$ cat config.mk
export PLATFORM = sky130hd
export DESIGN_NAME = rrcc_cell
export DESIGN_NICKNAME = d
export VERILOG_FILES = /design/src/rtl/rrcc_pkg.sv /design/src/rtl/rrcc_cell.sv
export SDC_FILE = /design/constraint.sdc
export NUM_CORES = 1
export LEC_CHECK = 0
export BUFFER_PORTS_ARGS = -buffer_cell sky130_fd_sc_hd__buf_2
export CORE_MARGIN = 3
export CORE_UTILIZATION = 40
export DETAILED_ROUTE_END_ITERATION = 7
export GPL_TIMING_DRIVEN = 1
export PLACE_DENSITY = 0.67
export SLEW_MARGIN = 10
export SYNTH_ARGS = -nofsm -noshare
export SYNTH_HDL_FRONTEND = slang
export SYNTH_SLANG_ARGS = --single-unit
$ cat constraint.sdc
create_clock -name aclk -period 7.63 [get_ports aclk]
set_input_delay 0.3815 -clock aclk [delete_from_list [all_inputs] [get_ports aclk]]
set_output_delay 0.3815 -clock aclk [all_outputs]
set_load 0.02 [all_outputs]
$ cat src/rtl/rrcc_pkg.sv
// Package for the running rank cost counter: item structs, the tag that
// travels down the compare chain, and the fixed output limits.
// No dependencies.
`default_nettype none

package rrcc_pkg;

    // Input item: one value of the sequence and a restart flag
    typedef struct packed {
        logic [15:0] value;
        logic        restart;
    } rrcc_in_t;

    // Result item
    typedef struct packed {
        logic [9:0]  lesser_count;
        logic [9:0]  greater_count;
        logic [8:0]  item_cost;
        logic [29:0] total_cost;
        logic        full_res;
    } rrcc_out_t;

    // Control tag carried with each item through the chain
    typedef struct packed {
        logic valid;
        logic full;
        logic restart;
    } rrcc_tag_t;

    localparam logic [9:0]  COUNT_FIELD_MAX = 10'd1023;
    localparam logic [8:0]  COST_FIELD_MAX  = 9'd511;
    localparam logic [29:0] COST_MODULUS    = 30'd1000000007;

endpackage

`default_nettype wire

$ cat src/rtl/rrcc_cell.sv
// One compare cell of the chain: holds one stored value and counts it
// against each passing item. Depends on rrcc_pkg.
`default_nettype none

module rrcc_cell #(
    parameter int INDEX = 0,
    parameter int SW    = 16,
    parameter int IW    = 11
) (
    input  wire                      aclk,
    input  wire                      aresetn,
    input  wire                      adv,
    input  rrcc_pkg::rrcc_tag_t      tag_in,
    input  wire [SW-1:0]             value_in,
    input  wire [IW-1:0]             idx_in,
    input  wire [IW-1:0]             lesser_in,
    input  wire [IW-1:0]             greater_in,
    output rrcc_pkg::rrcc_tag_t      tag_out,
    output logic [SW-1:0]            value_out,
    output logic [IW-1:0]            idx_out,
    output logic [IW-1:0]            lesser_out,
    output logic [IW-1:0]            greater_out
);
    import rrcc_pkg::*;

    localparam logic [IW-1:0] MY_IDX = IW'(INDEX);

    rrcc_tag_t     tag_reg;
    logic [SW-1:0] stored_reg;
    logic [SW-1:0] value_reg;
    logic [IW-1:0] idx_reg;
    logic [IW-1:0] lesser_reg;
    logic [IW-1:0] greater_reg;

    logic          live;
    logic          in_seq;
    logic          is_less;
    logic          is_greater;
    logic          do_write;
    logic [IW-1:0] lesser_next;
    logic [IW-1:0] greater_next;

    // Compare against the stored value only if it belongs to the item's sequence
    always_comb begin
        live         = tag_in.valid && !tag_in.full;
        in_seq       = live && (MY_IDX < idx_in);
        is_less      = in_seq && (stored_reg < value_in);
        is_greater   = in_seq && (stored_reg > value_in);
        do_write     = live && (idx_in == MY_IDX);
        lesser_next  = lesser_in + IW'(is_less);
        greater_next = greater_in + IW'(is_greater);
    end

    // Advance the tag
    always_ff @(posedge aclk) begin
        if (!aresetn) begin
            tag_reg <= '0;
        end else if (adv) begin
            tag_reg <= tag_in;
        end
    end

    // Advance the payload and store the value at this item's slot
    always_ff @(posedge aclk) begin
        if (adv) begin
            value_reg   <= value_in;
            idx_reg     <= idx_in;
            lesser_reg  <= lesser_next;
            greater_reg <= greater_next;
            if (do_write) begin
                stored_reg <= value_in;
            end
        end
    end

    assign tag_out     = tag_reg;
    assign value_out   = value_reg;
    assign idx_out     = idx_reg;
    assign lesser_out  = lesser_reg;
    assign greater_out = greater_reg;

endmodule

`default_nettype wire

# Yosys cells after proc, flatten, opt, wreduce, memory -nomap -nowiden
# Index checks and enable logic that the tools add are counted.
dict set report classes {
  n_reduce_logical 8
  addsub 2
  n_lt_le_gt_ge 3
}
# operator n
set ops {}
lappend ops {{$add A11 B1 Y11} 2}
lappend ops {{$gt A16 B16 Y1} 1}
lappend ops {{$lt A16 B16 Y1} 1}
lappend ops {{$logic_not A11 Y1} 1}
lappend ops {{$lt A1 B11 Y1 const A} 1}
lappend ops {{$logic_and A1 B1 Y1} 5}
lappend ops {{$reduce_and A2 Y1} 1}
lappend ops {{$logic_not A1 Y1} 1}
dict set report totals {
  inputBits 55
  output_inout_bits 52
  word_cells 21
  ff_bits 68
}

# Longest topological paths before layout
dict set report depth {
  word_depth 5
  depth_mapped 11
  ltp_nobuf 11
}

# Worst setup path after synthesis
# No wires, ideal clock.
dict set report synth_path {
  path_kind {input to register}
  start {input value_in[15]}
  end {register lesser_reg[10], in the netlist lesser_out[10], data pin}
  setup_time_ps 258
  n_path_buf 0
  t_required_ps 7372
  setup_slack_ps 4927
  stages 11
  arrival_ps 2445
  path_cell_list {inv_1 ha_1 nand4_1 or4_1 a21o_1 and4b_1 ha_1 ha_1 and3_1 nand3_1 xnor2_1}
}
dict set report synth_between {
  elab_chain_len 3
}
# item line_no
set synth_lines {}
lappend synth_lines {{start: declaration} rrcc_cell.sv:14} ;# input wire [SW-1:0] value_in,
lappend synth_lines {{$lt A16 B16 Y1} rrcc_cell.sv:47} ;# is_less = in_seq && (stored_reg < value_in);
lappend synth_lines {{$logic_and A1 B1 Y1} rrcc_cell.sv:47}
lappend synth_lines {{$add A11 B1 Y11} rrcc_cell.sv:50} ;# lesser_next = lesser_in + IW'(is_less);
lappend synth_lines {{net lesser_next[10]} rrcc_cell.sv:40} ;# logic [IW-1:0] lesser_next;
lappend synth_lines {{end signal: assignment} rrcc_cell.sv:68} ;# lesser_reg <= lesser_next;
lappend synth_lines {{end: declaration} rrcc_cell.sv:32} ;# logic [IW-1:0] lesser_reg;
# The timed path passes the listed nets, and every way through them passes these cells.
# A chain may end at the register's enable or synchronous reset.

# Final worst setup path
dict set report layout_path {
  start {register stored_reg[15]}
  end {register greater_reg[10], in the netlist greater_out[10], data pin}
}
dict set report layout_between {
  elab_chain_len 3
}
# item line_no
set layout_lines {}
lappend layout_lines {{start: declaration} rrcc_cell.sv:29} ;# logic [SW-1:0] stored_reg;
lappend layout_lines {{start signal: assignment} rrcc_cell.sv:71} ;# stored_reg <= value_in;
lappend layout_lines {{$gt A16 B16 Y1} rrcc_cell.sv:48} ;# is_greater = in_seq && (stored_reg > value_in);
lappend layout_lines {{$logic_and A1 B1 Y1} rrcc_cell.sv:48}
lappend layout_lines {{$add A11 B1 Y11} rrcc_cell.sv:51} ;# greater_next = greater_in + IW'(is_greater);
lappend layout_lines {{net greater_next[10]} rrcc_cell.sv:41} ;# logic [IW-1:0] greater_next;
lappend layout_lines {{end signal: assignment} rrcc_cell.sv:69} ;# greater_reg <= greater_next;
lappend layout_lines {{end: declaration} rrcc_cell.sv:33} ;# logic [IW-1:0] greater_reg;
# The timed path passes the listed nets, and every way through them passes these cells.

==> results.yml <==
place:
  dp.cells: 391
  gp_congestion: 0.761
  port_buffers: 106
  dp_hpwl_um: 4160
power_and_ir_drop:
  p_total_uw: 845
  cellPowerDensity_nw_per_um2: 227
  seqPwrFrac: 0.517
  power.static_leakage_nw: 1.60
  p_clk_frac: 0.374
  combPwrFrac: 0.109
  vdd_drop_max_v: 0.000110
  internal_power_uw: 650
  p_sw_frac: 0.231
  switchingPower_uw: 195
synth:
  async_flop_share: 0
  synth_area_leaders: "edfxtp_1 68%, ha_1 8.8%, xnor2_1 4.6%"
  synth_top_cell_area_share: 0.684
  avgSynthCellArea_sq_um: 15.3
  synthesis.instances: 187
  syn_area_sq_um: 2860
  yosysTopAreaCell: "edfxtp_1"
  ys_seq_area_frac: 0.705
  synth_nets: 262
  yosys_warnings: 0
  synthFlopType: "edfxtp_1"
  synth_seq_cells: 68
  synth.distinct_cells: 28
  synth_enable_flop_cells: 65
cts:
  cts_setup_buffers: 0
  cts.repair.resized: 0
  cts_buffers: 9
  htree_levels: 3
  cts-root-buf: "clkbuf_8"
  ctsHoldBuffers: 0
  clk_path_buf_depth: 2
  cts_tree: "yes"
  clock_latency_ns: 0.34
  clkSinkCount: 68
  clk_pin_slew_ns: 0.07
layout:
  insertedDiodeCount: 0
  nNetsFinal: 381
  final_cells: 407
  syn_to_final_growth_pct: 30.6
  drive_gt1_frac: 0.395
setup_path:
  worstPathArrival_ns: 2.97
  cp.depth: 10
  r2r_slack_ns: 4.74
  r2r_cells: 10
  crit_top_cell: "ha_1"
  crit_slowest_cell: "or4_1"
  worst_setup_path_start_kind: "flop"
  worst-path-buf-inv: 0
  cp_slowest_stage_delay_ns: 0.58
  cp-end-kind: "flop"
  crit_required_ns: 7.72
  cpLargestDelayFamily: "simple AND/OR/NAND/NOR gates"
  crit_start: "stored_reg[15]"
  path_cells: "ha_1, nand4_1, or4_1, a21o_1, a31oi_1, ha_1, ha_1, and2_1, nand4_1, xnor2_1"
  critical_path.max_fanout: 5
  endpoint: "greater_out[10]"
  crit_type: "flop to flop"
  r2r_start: "stored_reg[15]"
  reg2reg_to: "greater_out[10]"
floorplan:
  num_rows: 30
  core_area_sq_um: 6870
  dieArea_sq_um: 8190
  die_x_um: 90.5
  start_util: 0.416
  boundaryPins: 107
  fp.dieH_um: 90.5
timing:
  drv_slew: 0
  rsz0062_at_grt: "no"
  layout_min_cycle_time_ns: 2.89
  setup_tns_ns: 0
  finClkSkew_ns: 0.00847
  timing.final.hold_violations: 0
  max_freq_mhz: 346
  tightest_slew_ns: 0.685
  setup_viol: 0
  period_share: 0.378
  slew_headroom: 0.543
flow_run:
  cap_violations: 0
grt:
  grt_pass1_vias: 1961
  grt_use_total: 0.141
  grt_max_degree: 54
  antenna_found_initial: 0
  grt_remaining_overflow: 0
  grt_pass1_wl_um: 8940
detailed_routing:
  dr.pass1.iters: 4
  drt.antenna.violating_nets: 0
  wl_per_cell_um: 13.6
  num_vias: 1925
  drcViolationCount: 0
  drtIter0Drc: 77
  drt-total-wl_um: 5540
  post_drt_via_cell_ratio: 4.73
hold_path:
  hp-class: "input pin to flop"
status:
  status: "finished, final reports clean"
worst min path at each step:
stage | startpoint | endpoint | slack, ns | depth (start not counted)
floorplan | idx_in[0] | idx_out[0] | 0.48 | 0
global placement | tag_out[0] | tag_out[0] | 0.49 | 2
detailed placement | tag_out[0] | tag_out[0] | 0.50 | 2
CTS | idx_in[10] | idx_out[10] | 0.21 | 1
global route | idx_in[10] | idx_out[10] | 0.21 | 1
finish | idx_in[10] | idx_out[10] | 0.23 | 1
synthesized netlist by cell type (all sizes together) (2+ instances only):
master   n
xor2     3
o21ai    3
nand4    5
inv     16
dfxtp    3
nor4     2
and2     3
nand2   13
mux2i    3
a21oi    8
nor2     2
ha      20
and4     2
nand3    8
edfxtp  65
and3     3
xnor2   15
nor2b    5
cell type report:
type / instances / area (sq um)
timing repair buffer: 108 / 546
clock inverter: 4 / 73.8
sequential: 68 / 2010
clock buffer: 12 / 135
tap: 96 / 120
fill: 594 / 3140
inverter: 16 / 60.1
multi-input combinational: 103 / 783
layout by cell type (no fill, tap or decap), types with 8 or more instances in the layout:
cell type and n:
nand2_1 12, nand3_1 8, xnor2_1 15, a21oi_1 8
clkbuf_8 9, inv_1 16, edfxtp_1 65, buf_2 106
ha_1 20
stage by stage:
step | area [sq um] | util | hold slack [ns] | setup WS [ns]
detailed placement | 3520 | 0.513 | 0.503 | 4.58
finish | 3730 | 0.543 | 0.231 | 4.74
CTS | 3730 | 0.543 | 0.212 | 4.72
global placement | 3520 | 0.513 | 0.493 | 4.66
global route | 3730 | 0.543 | 0.207 | 4.55
floorplan | 2860 | - | 0.480 | 4.93
metal layers:
layer,wire length (um),up-vias,part of all wire,GRT usage
met4,107,0,0.019,0.0740
met2,2610,72,0.47,0.223
met3,375,10,0.068,0.0417
li1,-,937,-,-
met1,2450,906,0.44,0.175
met5,0,-,0,0
logic make-up after synthesis:
family,synth area share
buffers and inverters,0.0210
AO/OA/AOI/OAI,0.0298
flip-flops,0.705
XOR/XNOR,0.0552
multiplexers,0.0105
AND/OR/NAND/NOR,0.0912
adder cells (fa/ha/maj),0.0876
power by group through the flow:
stage               logic (mW)  registers [mW]  clock network (mW)
floorplan               0.0173           0.472                   0
global route             0.100           0.439               0.343
finish                  0.0920           0.437               0.316
global placement        0.0913           0.444                   0
CTS                     0.0933           0.437               0.326
detailed placement      0.0929           0.445                   0
(Power assumes the default switching activity.)
