`config.mk`:
```
export PLATFORM = sky130hd
export DESIGN_NAME = rrcc_total
export DESIGN_NICKNAME = d
export VERILOG_FILES = /design/src/rtl/rrcc_pkg.sv /design/src/rtl/rrcc_total.sv
export SDC_FILE = /design/constraint.sdc
export NUM_CORES = 1
export LEC_CHECK = 0
export ABC_CLOCK_PERIOD_IN_PS = 17100
export BUFFER_PORTS_ARGS = -buffer_cell sky130_fd_sc_hd__buf_2
export CAP_MARGIN = 30
export CORE_ASPECT_RATIO = 0.9
export CORE_MARGIN = 2
export CORE_UTILIZATION = 25
export DETAILED_ROUTE_END_ITERATION = 7
export PLACE_DENSITY = 0.41
export SLEW_MARGIN = 20
export SYNTH_ARGS = -nofsm -noshare
export SYNTH_HDL_FRONTEND = slang
export SYNTH_SLANG_ARGS = --single-unit
```
`constraint.sdc`:
```
create_clock -name aclk -period 17.1 [get_ports aclk]
set_input_delay 1.71 -clock aclk [delete_from_list [all_inputs] [get_ports aclk]]
set_output_delay 1.71 -clock aclk [all_outputs]
set_load 0.03 [all_outputs]
```
`src/rtl/rrcc_pkg.sv`:
```
// Package for the running rank cost counter: item structs, the tag that
// travels down the compare chain, and the fixed output limits.
// No dependencies.
`default_nettype none

package rrcc_pkg;

    // Input item: one value of the sequence and a restart flag
    typedef struct packed {
        logic [15:0] value;
        logic        restart;
    } rrcc_in_t;

    // Result item
    typedef struct packed {
        logic [9:0]  lesser_count;
        logic [9:0]  greater_count;
        logic [8:0]  item_cost;
        logic [29:0] total_cost;
        logic        full_res;
    } rrcc_out_t;

    // Control tag carried with each item through the chain
    typedef struct packed {
        logic valid;
        logic full;
        logic restart;
    } rrcc_tag_t;

    localparam logic [9:0]  COUNT_FIELD_MAX = 10'd1023;
    localparam logic [8:0]  COST_FIELD_MAX  = 9'd511;
    localparam logic [29:0] COST_MODULUS    = 30'd1000000007;

endpackage

`default_nettype wire

```
`src/rtl/rrcc_total.sv`:
```
// Chain tail: takes the counts, keeps the running total modulo
// 1000000007 and holds the result register. Depends on rrcc_pkg.
`default_nettype none

module rrcc_total #(
    parameter int IW = 11
) (
    input  wire                      aclk,
    input  wire                      aresetn,
    input  rrcc_pkg::rrcc_tag_t      tag_in,
    input  wire [IW-1:0]             lesser_in,
    input  wire [IW-1:0]             greater_in,
    output logic                     adv,
    output logic                     m_valid,
    input  wire                      m_ready,
    output rrcc_pkg::rrcc_out_t      m_data
);
    import rrcc_pkg::*;

    localparam int EW = (IW > 10) ? IW : 10;

    logic          m_valid_reg;
    logic [29:0]   total_reg;
    rrcc_out_t     data_reg;

    logic [IW-1:0] cost;
    logic [29:0]   base;
    logic [30:0]   sum;
    logic [29:0]   total_next;
    logic [EW-1:0] lesser_ext;
    logic [EW-1:0] greater_ext;
    logic [EW-1:0] cost_ext;
    rrcc_out_t     data_next;

    // Chain moves whenever the result slot is free or being emptied
    assign adv = !m_valid_reg || m_ready;

    // Add the cost modulo the constant; one subtract suffices below twice it
    always_comb begin
        cost       = (lesser_in < greater_in) ? lesser_in : greater_in;
        base       = tag_in.restart ? 30'd0 : total_reg;
        sum        = {1'b0, base} + 31'(cost);
        if (sum >= {1'b0, COST_MODULUS}) begin
            sum = sum - {1'b0, COST_MODULUS};
        end
        total_next = tag_in.full ? base : sum[29:0];

        lesser_ext  = EW'(lesser_in);
        greater_ext = EW'(greater_in);
        cost_ext    = EW'(cost);

        data_next.lesser_count  = (lesser_ext > EW'(COUNT_FIELD_MAX)) ?
                                  COUNT_FIELD_MAX : lesser_ext[9:0];
        data_next.greater_count = (greater_ext > EW'(COUNT_FIELD_MAX)) ?
                                  COUNT_FIELD_MAX : greater_ext[9:0];
        data_next.item_cost     = (cost_ext > EW'(COST_FIELD_MAX)) ?
                                  COST_FIELD_MAX : cost_ext[8:0];
        data_next.total_cost    = total_next;
        data_next.full_res      = tag_in.full;
        if (tag_in.full) begin
            data_next.lesser_count  = '0;
            data_next.greater_count = '0;
            data_next.item_cost     = '0;
        end
    end

    // Hold the running total and result valid
    always_ff @(posedge aclk) begin
        if (!aresetn) begin
            m_valid_reg <= 1'b0;
            total_reg   <= '0;
        end else if (adv) begin
            m_valid_reg <= tag_in.valid;
            if (tag_in.valid) begin
                total_reg <= total_next;
            end
        end
    end

    // Load the result item
    always_ff @(posedge aclk) begin
        if (adv && tag_in.valid) begin
            data_reg <= data_next;
        end
    end

    assign m_valid = m_valid_reg;
    assign m_data  = data_reg;

endmodule

`default_nettype wire

```
# == Word-level counts from Yosys, hierarchy flattened ==
# Index checks and enable logic that the tools add are counted.
# op_classes
mul,0
muxes,7
shifts,0
n_bitwise,0
div_mod_pow,0
reduce_logical,4
addsub,2
magnitude_cmp,5
eq_ne,0
# op_table
cell,count
$mux W30,3
$add A30 B11 Y31,1
$ge A31 B30 Y1 const B,1
$sub A30 B30 Y30 const B,1
$gt A11 B10 Y1 const B,2
$mux W10,2
$gt A11 B9 Y1 const B,1
$lt A11 B11 Y1,1
$mux W11,1
$mux W9,1
$reduce_and A2 Y1,1
$logic_and A1 B1 Y1,1
$logic_not A1 Y1,1
$logic_or A1 B1 Y1,1
# totals
latchBits,0
mem_bits_ro,0
word_cells,25
ramBits,0
regBits,91
out_inout_bits,62
in_bits,28
memories,0

# == Longest topological paths before layout ==
# Gate-level depths: netlist of run 1.
# logic_depth
ltp_word,6
ltp_mapped,32
mapped_depth_nobuf,25

# == Least setup slack after synthesis of run 1 ==
# OpenSTA, ideal clock, no wires.
# synth_timing
kind,input port to flip-flop
from,in greater_in[10]
to,"reg data_reg, in the netlist m_data[10] (data pin)"
t_required_ns,16.838
n_path_buf,6
setup_ns,0.262
t_arrival_ns,7.327
path_stages,30
setup_slack_ns,9.511
cell_sequence,inv_1 clkbuf_1 ha_1 and4_1 a21o_1 nor2_1 o21a_1 buf_6 buf_6 clkbuf_1 nor2_1 a21oi_1 inv_1 ha_1 a21o_1 a21oi_1 nor4b_1 o21ai_0 o311ai_1 a21bo_2 a41oi_4 nor2_1 mux2_2 a211oi_1 or4b_1 buf_4 o21a_4 buf_2 mux2i_1 or2_2
# synth_lines
item,line_no,source
from (decl),rrcc_total.sv:12,"input wire [IW-1:0] greater_in,"
to (signal assigned),rrcc_total.sv:83,data_reg <= data_next;
to (decl),rrcc_total.sv:24,rrcc_out_t data_reg;

==> results.cfg, run 1 <==
[timing]
max_freq_mhz = 116
hold_violations = 0
tightest_slew_ps = 801
fin_skew_ps = 9.66
drv_slew = 0
finalCritPeriodShare = 0.503
setup_viol = 0
whs_ps = 450
relSlewSlack = 0.466
fin_crit_ps = 8610
tns_ps = 0
rsz0062_at_grt = no

[floorplan]
die_h_um = 158
die_w_um = 175
core_area_mm2 = 0.0260
io_pins = 90
initial_core_util = 0.254
die-area_mm2 = 0.0277
rows = 56

[synthesis]
yosysWarnings = 0
syn_inst = 773
synth-main-ff-cell = edfxtp_1
synth.distinct_cells = 81
yosys.area_share.adder = 0.0390
syn_nets = 821
syn-cell-area_mm2 = 0.00660
synth_top_family_by_area = simple AND/OR/NAND/NOR gates
synth_edf_count = 60
async_reset_ff_frac = 0
synthXorXnorAreaFrac = 0.0451
synth_area_per_cell_um2 = 8.54
synth_mux_area_frac = 0.0313
yosys.area_share.simple = 0.241
yosysSeqAreaShare = 0.367
ys_ff_latch = 91
synth-compound-area-share = 0.233

[layout]
final_cell_mix = nor2_1 (89), buf_2 (89), nand2_1 (79)
layout-drive-gt1-share = 0.184
nets = 887
antennaDiodeCount = 0
largest_register_ffs = 60
area_growth_pct = 15.3

[placement]
portBuffers = 89
gp_congestion = 0.807
dp_hpwl_mm = 15.2

[clock_network]
cts_max_level = 3
clk_path_buf_depth = 2
clock-sinks = 91
worstSkewPairLatency_ps = 350
postCtsResizedCells = 0
cts_root_buf = clkbuf_16
postCtsSetupBuffers = 0
postCtsHoldBufs = 0
clkTransAtPathRegs_ps = 60
cts_tree = yes
cts_made_buffers = 9

[drt]
wirelength_mm = 20.9
wire_per_inst_um = 17.5
via_per_inst = 5.04
via_count = 6009
drt_iter0_markers = 408
first_pass_iters = 4
ant_nets = 0
remaining_drc_errors = 0

[global_route]
grt-ovfl-total = 0
antenna_found_initial = 0
grt_use_total = 0.154
grt_pass1_wl_mm = 33.2
grt_max_degree = 59
grt_pass1_vias = 5733

[run]
maxCapViolations = 0

[pwr]
clockPowerShare = 0.321
p_int_uw = 393
vdd_drop_max_v = 0.0000472
seqPwrFrac = 0.431
p_switching_uw = 197
leakage_nw = 2.85
pwr-share-comb = 0.248
swShare = 0.334
power.density_cell_area_mw_per_mm2 = 77.6

[min_path]
min_path_type = reg2reg

[critical_path]
required_ps = 17200
critPathMaxFanout = 33
startpoint_type = primary input
path_class = in2reg
arrival_ps = 8700
crit_path_end_kind = flop

[status]
status = finished, final reports clean
stage by stage:
stage / power (mW) / setup slack [ps] / std cells / cell area (um2) / util
after global routing: 0.626 / 8000 / 1192 / 7610 / 0.293
after global placement: 0.406 / 8150 / 1174 / 7320 / 0.282
after CTS: 0.599 / 8390 / 1191 / 7600 / 0.292
final: 0.591 / 8490 / 1192 / 7610 / 0.293
after detailed placement: 0.405 / 8040 / 1175 / 7330 / 0.282
after floorplan: 0.363 / 9510 / 773 / 6600 / -
critical path, cell delays in order:
cell and delay [ps]:
buf_2 100, inv_1 290, ha_1 320, and4_1 220, a21o_1 180, nor2_1 210
o21a_1 500, buf_6 240, nor2_1 50, a21oi_1 310, inv_1 80, ha_1 290
a21o_1 180, a21oi_1 390, nor4b_1 110, o21ai_0 100, o311ai_1 160, a21bo_2 280
a41oi_4 410, nor2_1 150, mux2_2 350, a211oi_1 470, or4b_1 430, o21a_4 460
o2111a_1 270, mux2i_1 100, or2_2 300
worst paths after layout:
kind | from | end | slack (ps) | depth (start not counted)
min reg2reg | total_reg[9] | total_reg[9] | 450 | 2
min | total_reg[9] | total_reg[9] | 450 | 2
max reg2reg | total_reg[0] | m_data[26] | 11750 | 19
max | greater_in[10] | m_data[26] | 8490 | 27
layout make-up:
| type | count | area, um2 |
|---|---|---|
| Clock inverter | 6 | 40.0 |
| Inverter | 24 | 90.1 |
| Multi-Input combinational cell | 617 | 3890 |
| Sequential cell | 91 | 2420 |
| Timing Repair Buffer | 96 | 502 |
| Tap cell | 348 | 435 |
| Clock buffer | 10 | 229 |
| Fill cell | 2783 | 18400 |
kinds of logic after synthesis:
| logic type | after synthesis |
|---|---|
| AO/OA/AOI/OAI | 221 |
| AND/OR/NAND/NOR | 325 |
| buffers and inverters | 65 |
| flip-flops | 91 |
| adder cells (fa/ha/maj) | 20 |
| XOR/XNOR | 34 |
| multiplexers | 17 |
routing by layer:
metal / routed length (um) / global-route usage / part of all wire
met4: 248 / 0.0389 / 0.012
met3: 712 / 0.0250 / 0.034
met2: 8510 / 0.223 / 0.41
met1: 11400 / 0.234 / 0.55
met5: 0 / 0 / 0
cell usage after synthesis (all sizes together), types with 3 or more instances:
cell type	count	area share
nor2	90	0.052
nand2	79	0.045
edfxtp	60	0.27
a21oi	59	0.045
o21ai	53	0.042
dfxtp	31	0.094
nand3	31	0.024
nor2b	29	0.027
clkbuf	28	0.016
xnor2	27	0.036
inv	23	0.013
nor3	21	0.017
and3	19	0.019
ha	19	0.036
o211ai	15	0.018
buf	13	0.014
mux2i	11	0.020
nand4	10	0.0095
a21o	9	0.010
a31o	9	0.012
a31oi	9	0.0095
and2	9	0.0085
o31ai	9	0.010
nor4	8	0.0076
o21a	8	0.010
or2	8	0.0076
xor2	7	0.0093
mux2	6	0.011
or3	6	0.0064
nand2b	5	0.0047
o31a	5	0.0066
a21boi	4	0.0045
a22oi	4	0.0045
a211o	3	0.0040
a41oi	3	0.011
o211a	3	0.0045
o21bai	3	0.0034
o221ai	3	0.0040
o311ai	3	0.0063
power by group through the flow:
stage	registers, mW	clock network (mW)	logic (mW)
after global routing	0.256	0.207	0.162
after detailed placement	0.259	0	0.146
after CTS	0.255	0.198	0.147
final	0.254	0.190	0.147
after global placement	0.260	0	0.147
after floorplan	0.282	0	0.0816
Power figures use the tool's default switching activity.
==> run 2: changes to the inputs <==
- ABC_CLOCK_PERIOD_IN_PS: 17100 -> 8000
- clock period: 17.1 -> 8 ns (I/O delays scaled with it)
==> run 2 against run 1 <==
Effect of this change:
- worst setup slack lost 7600 ps
- utilization grew 0.22 points
- via count shrank 1.4%
- sequential power grew 110%
- critical path type unchanged
- largest cell class unchanged
- largest power group unchanged
- highest routed layer unchanged
==> results.cfg, run 2 (synthesized netlist as in run 1, its figures left out) <==
[clock_network]
cts_root_buf = clkbuf_16
postCtsSetupBuffers = 0
clock-sinks = 91
cts_max_level = 3
clkTransAtPathRegs_ps = 70
worstSkewPairLatency_ps = 360
postCtsHoldBufs = 0
postCtsResizedCells = 0
cts_tree = yes
cts_made_buffers = 9
clk_path_buf_depth = 2

[critical_path]
required_ps = 8100
r2r_slack_ps = 2790
worstSetupEndpoint = m_data[26]
path_class = in2reg
startpoint_type = primary input
r2r_start = total_reg[0]
crit_start = greater_in[10]
arrival_ps = 7250
reg2reg_to = m_data[26]
crit_path_end_kind = flop
critPathMaxFanout = 33
reg2reg_depth = 19

[drt]
ant_nets = 0
remaining_drc_errors = 0
drt_iter0_markers = 429
first_pass_iters = 5
via_per_inst = 4.96
wirelength_mm = 20.9
wire_per_inst_um = 17.5
via_count = 5924

[global_route]
grt-ovfl-total = 0
antenna_found_initial = 0
grt_use_total = 0.154
grt_pass1_wl_mm = 33.0
grt_pass1_vias = 5637
grt_max_degree = 46

[placement]
portBuffers = 89
gp_congestion = 0.842
post-place-cells = 1179
dp_hpwl_mm = 15.3
dp_worst_setup_slack_ps = 520

[timing]
relSlewSlack = 0.439
tns_ps = 0
tightest_slew_ps = 836
rsz0062_at_grt = no
setup_slack_ps = 850
fin_skew_ps = 6.77
finalCritPeriodShare = 0.894
setup_viol = 0
drv_slew = 0
whs_ps = 453
max_freq_mhz = 140
hold_violations = 0
fin_crit_ps = 7150

[min_path]
min_path_type = reg2reg

[pwr]
vdd_drop_max_v = 0.0000973
total_power_mw = 1.32
leakage_nw = 2.88
power.density_cell_area_mw_per_mm2 = 172

[floorplan]
rows = 56
core_area_mm2 = 0.0260
die_h_um = 158
die_w_um = 175
die-area_mm2 = 0.0277
initial_core_util = 0.254
io_pins = 90

[layout]
layoutNonFillerInstCount = 1195
largest_register_ffs = 60
layout-drive-gt1-share = 0.188
area_growth_pct = 16.1
antennaDiodeCount = 0
final_cell_mix = nor2_1 (89), buf_2 (89), nand2_1 (79)
nets = 890

[run]
maxCapViolations = 0

[status]
status = finished, final reports clean
run 2: cell count changes in the layout (fill, tap and decap cells not counted):
cell        previous run  this run
buf_6                  1         0
inv_8                  0         1
bufinv_16              0         1
clkinvlp_4             1         2
clkinv_2               3         0
buf_4                  6        10
inv_6                  1         2
clkbuf_1               1         0
run 2: worst min-delay path by stage:
stage / from / endpoint / slack [ps] / cells after the start
finish: total_reg[10] / total_reg[10] / 450 / 2
global route: total_reg[8] / total_reg[8] / 490 / 2
global placement: total_reg[10] / total_reg[10] / 440 / 2
floorplan: total_reg[10] / total_reg[10] / 430 / 2
CTS: total_reg[10] / total_reg[10] / 450 / 2
detailed placement: total_reg[10] / total_reg[10] / 440 / 2
run 2: cell type report:
class | instances | area (um2)
multi-input cells | 617 | 3890
flip-flops and latches | 91 | 2420
clock buffers | 9 | 225
well taps | 348 | 435
clock inverters | 7 | 82.6
inverters | 24 | 90.1
fillers | 2792 | 18300
repair buffers | 99 | 520
run 2: metal layers:
layer  global-route usage  share of wire  vias to the layer above
met4               0.0381         0.0095                        0
met5                    0              0                        -
li1                     -              -                     2988
met2                0.225           0.42                      120
met3               0.0238          0.035                       12
met1                0.234           0.54                     2804
run 2: critical path, stage by stage:
cell and delay (ps):
buf_2 100, inv_1 300, ha_1 320, and4_1 220, a21o_1 180, nor2_1 220, o21a_1 340, nor2_1 70
a21oi_1 310, inv_1 80, ha_1 290, a21o_1 170, a21oi_1 370, nor4b_1 100, o21ai_0 100, o311ai_1 160
a21bo_2 280, a41oi_4 410, nor2_1 150, mux2_2 340, a211oi_1 390, or4b_1 410, o21a_4 450, o2111a_1 280
mux2i_1 90, or2_2 300
run 2: where the power goes:
| part | switching (mW) | total (mW) | internal, mW |
|---|---|---|---|
| Clock | 0.213 | 0.460 | 0.248 |
| Combinational | 0.218 | 0.313 | 0.0951 |
| Sequential | 0.00889 | 0.544 | 0.535 |
run 2: through the flow:
stage | cell area (um2) | utilization
floorplan | 6600 | -
global placement | 7360 | 0.283
detailed placement | 7360 | 0.283
CTS | 7670 | 0.295
global route | 7670 | 0.295
finish | 7670 | 0.295
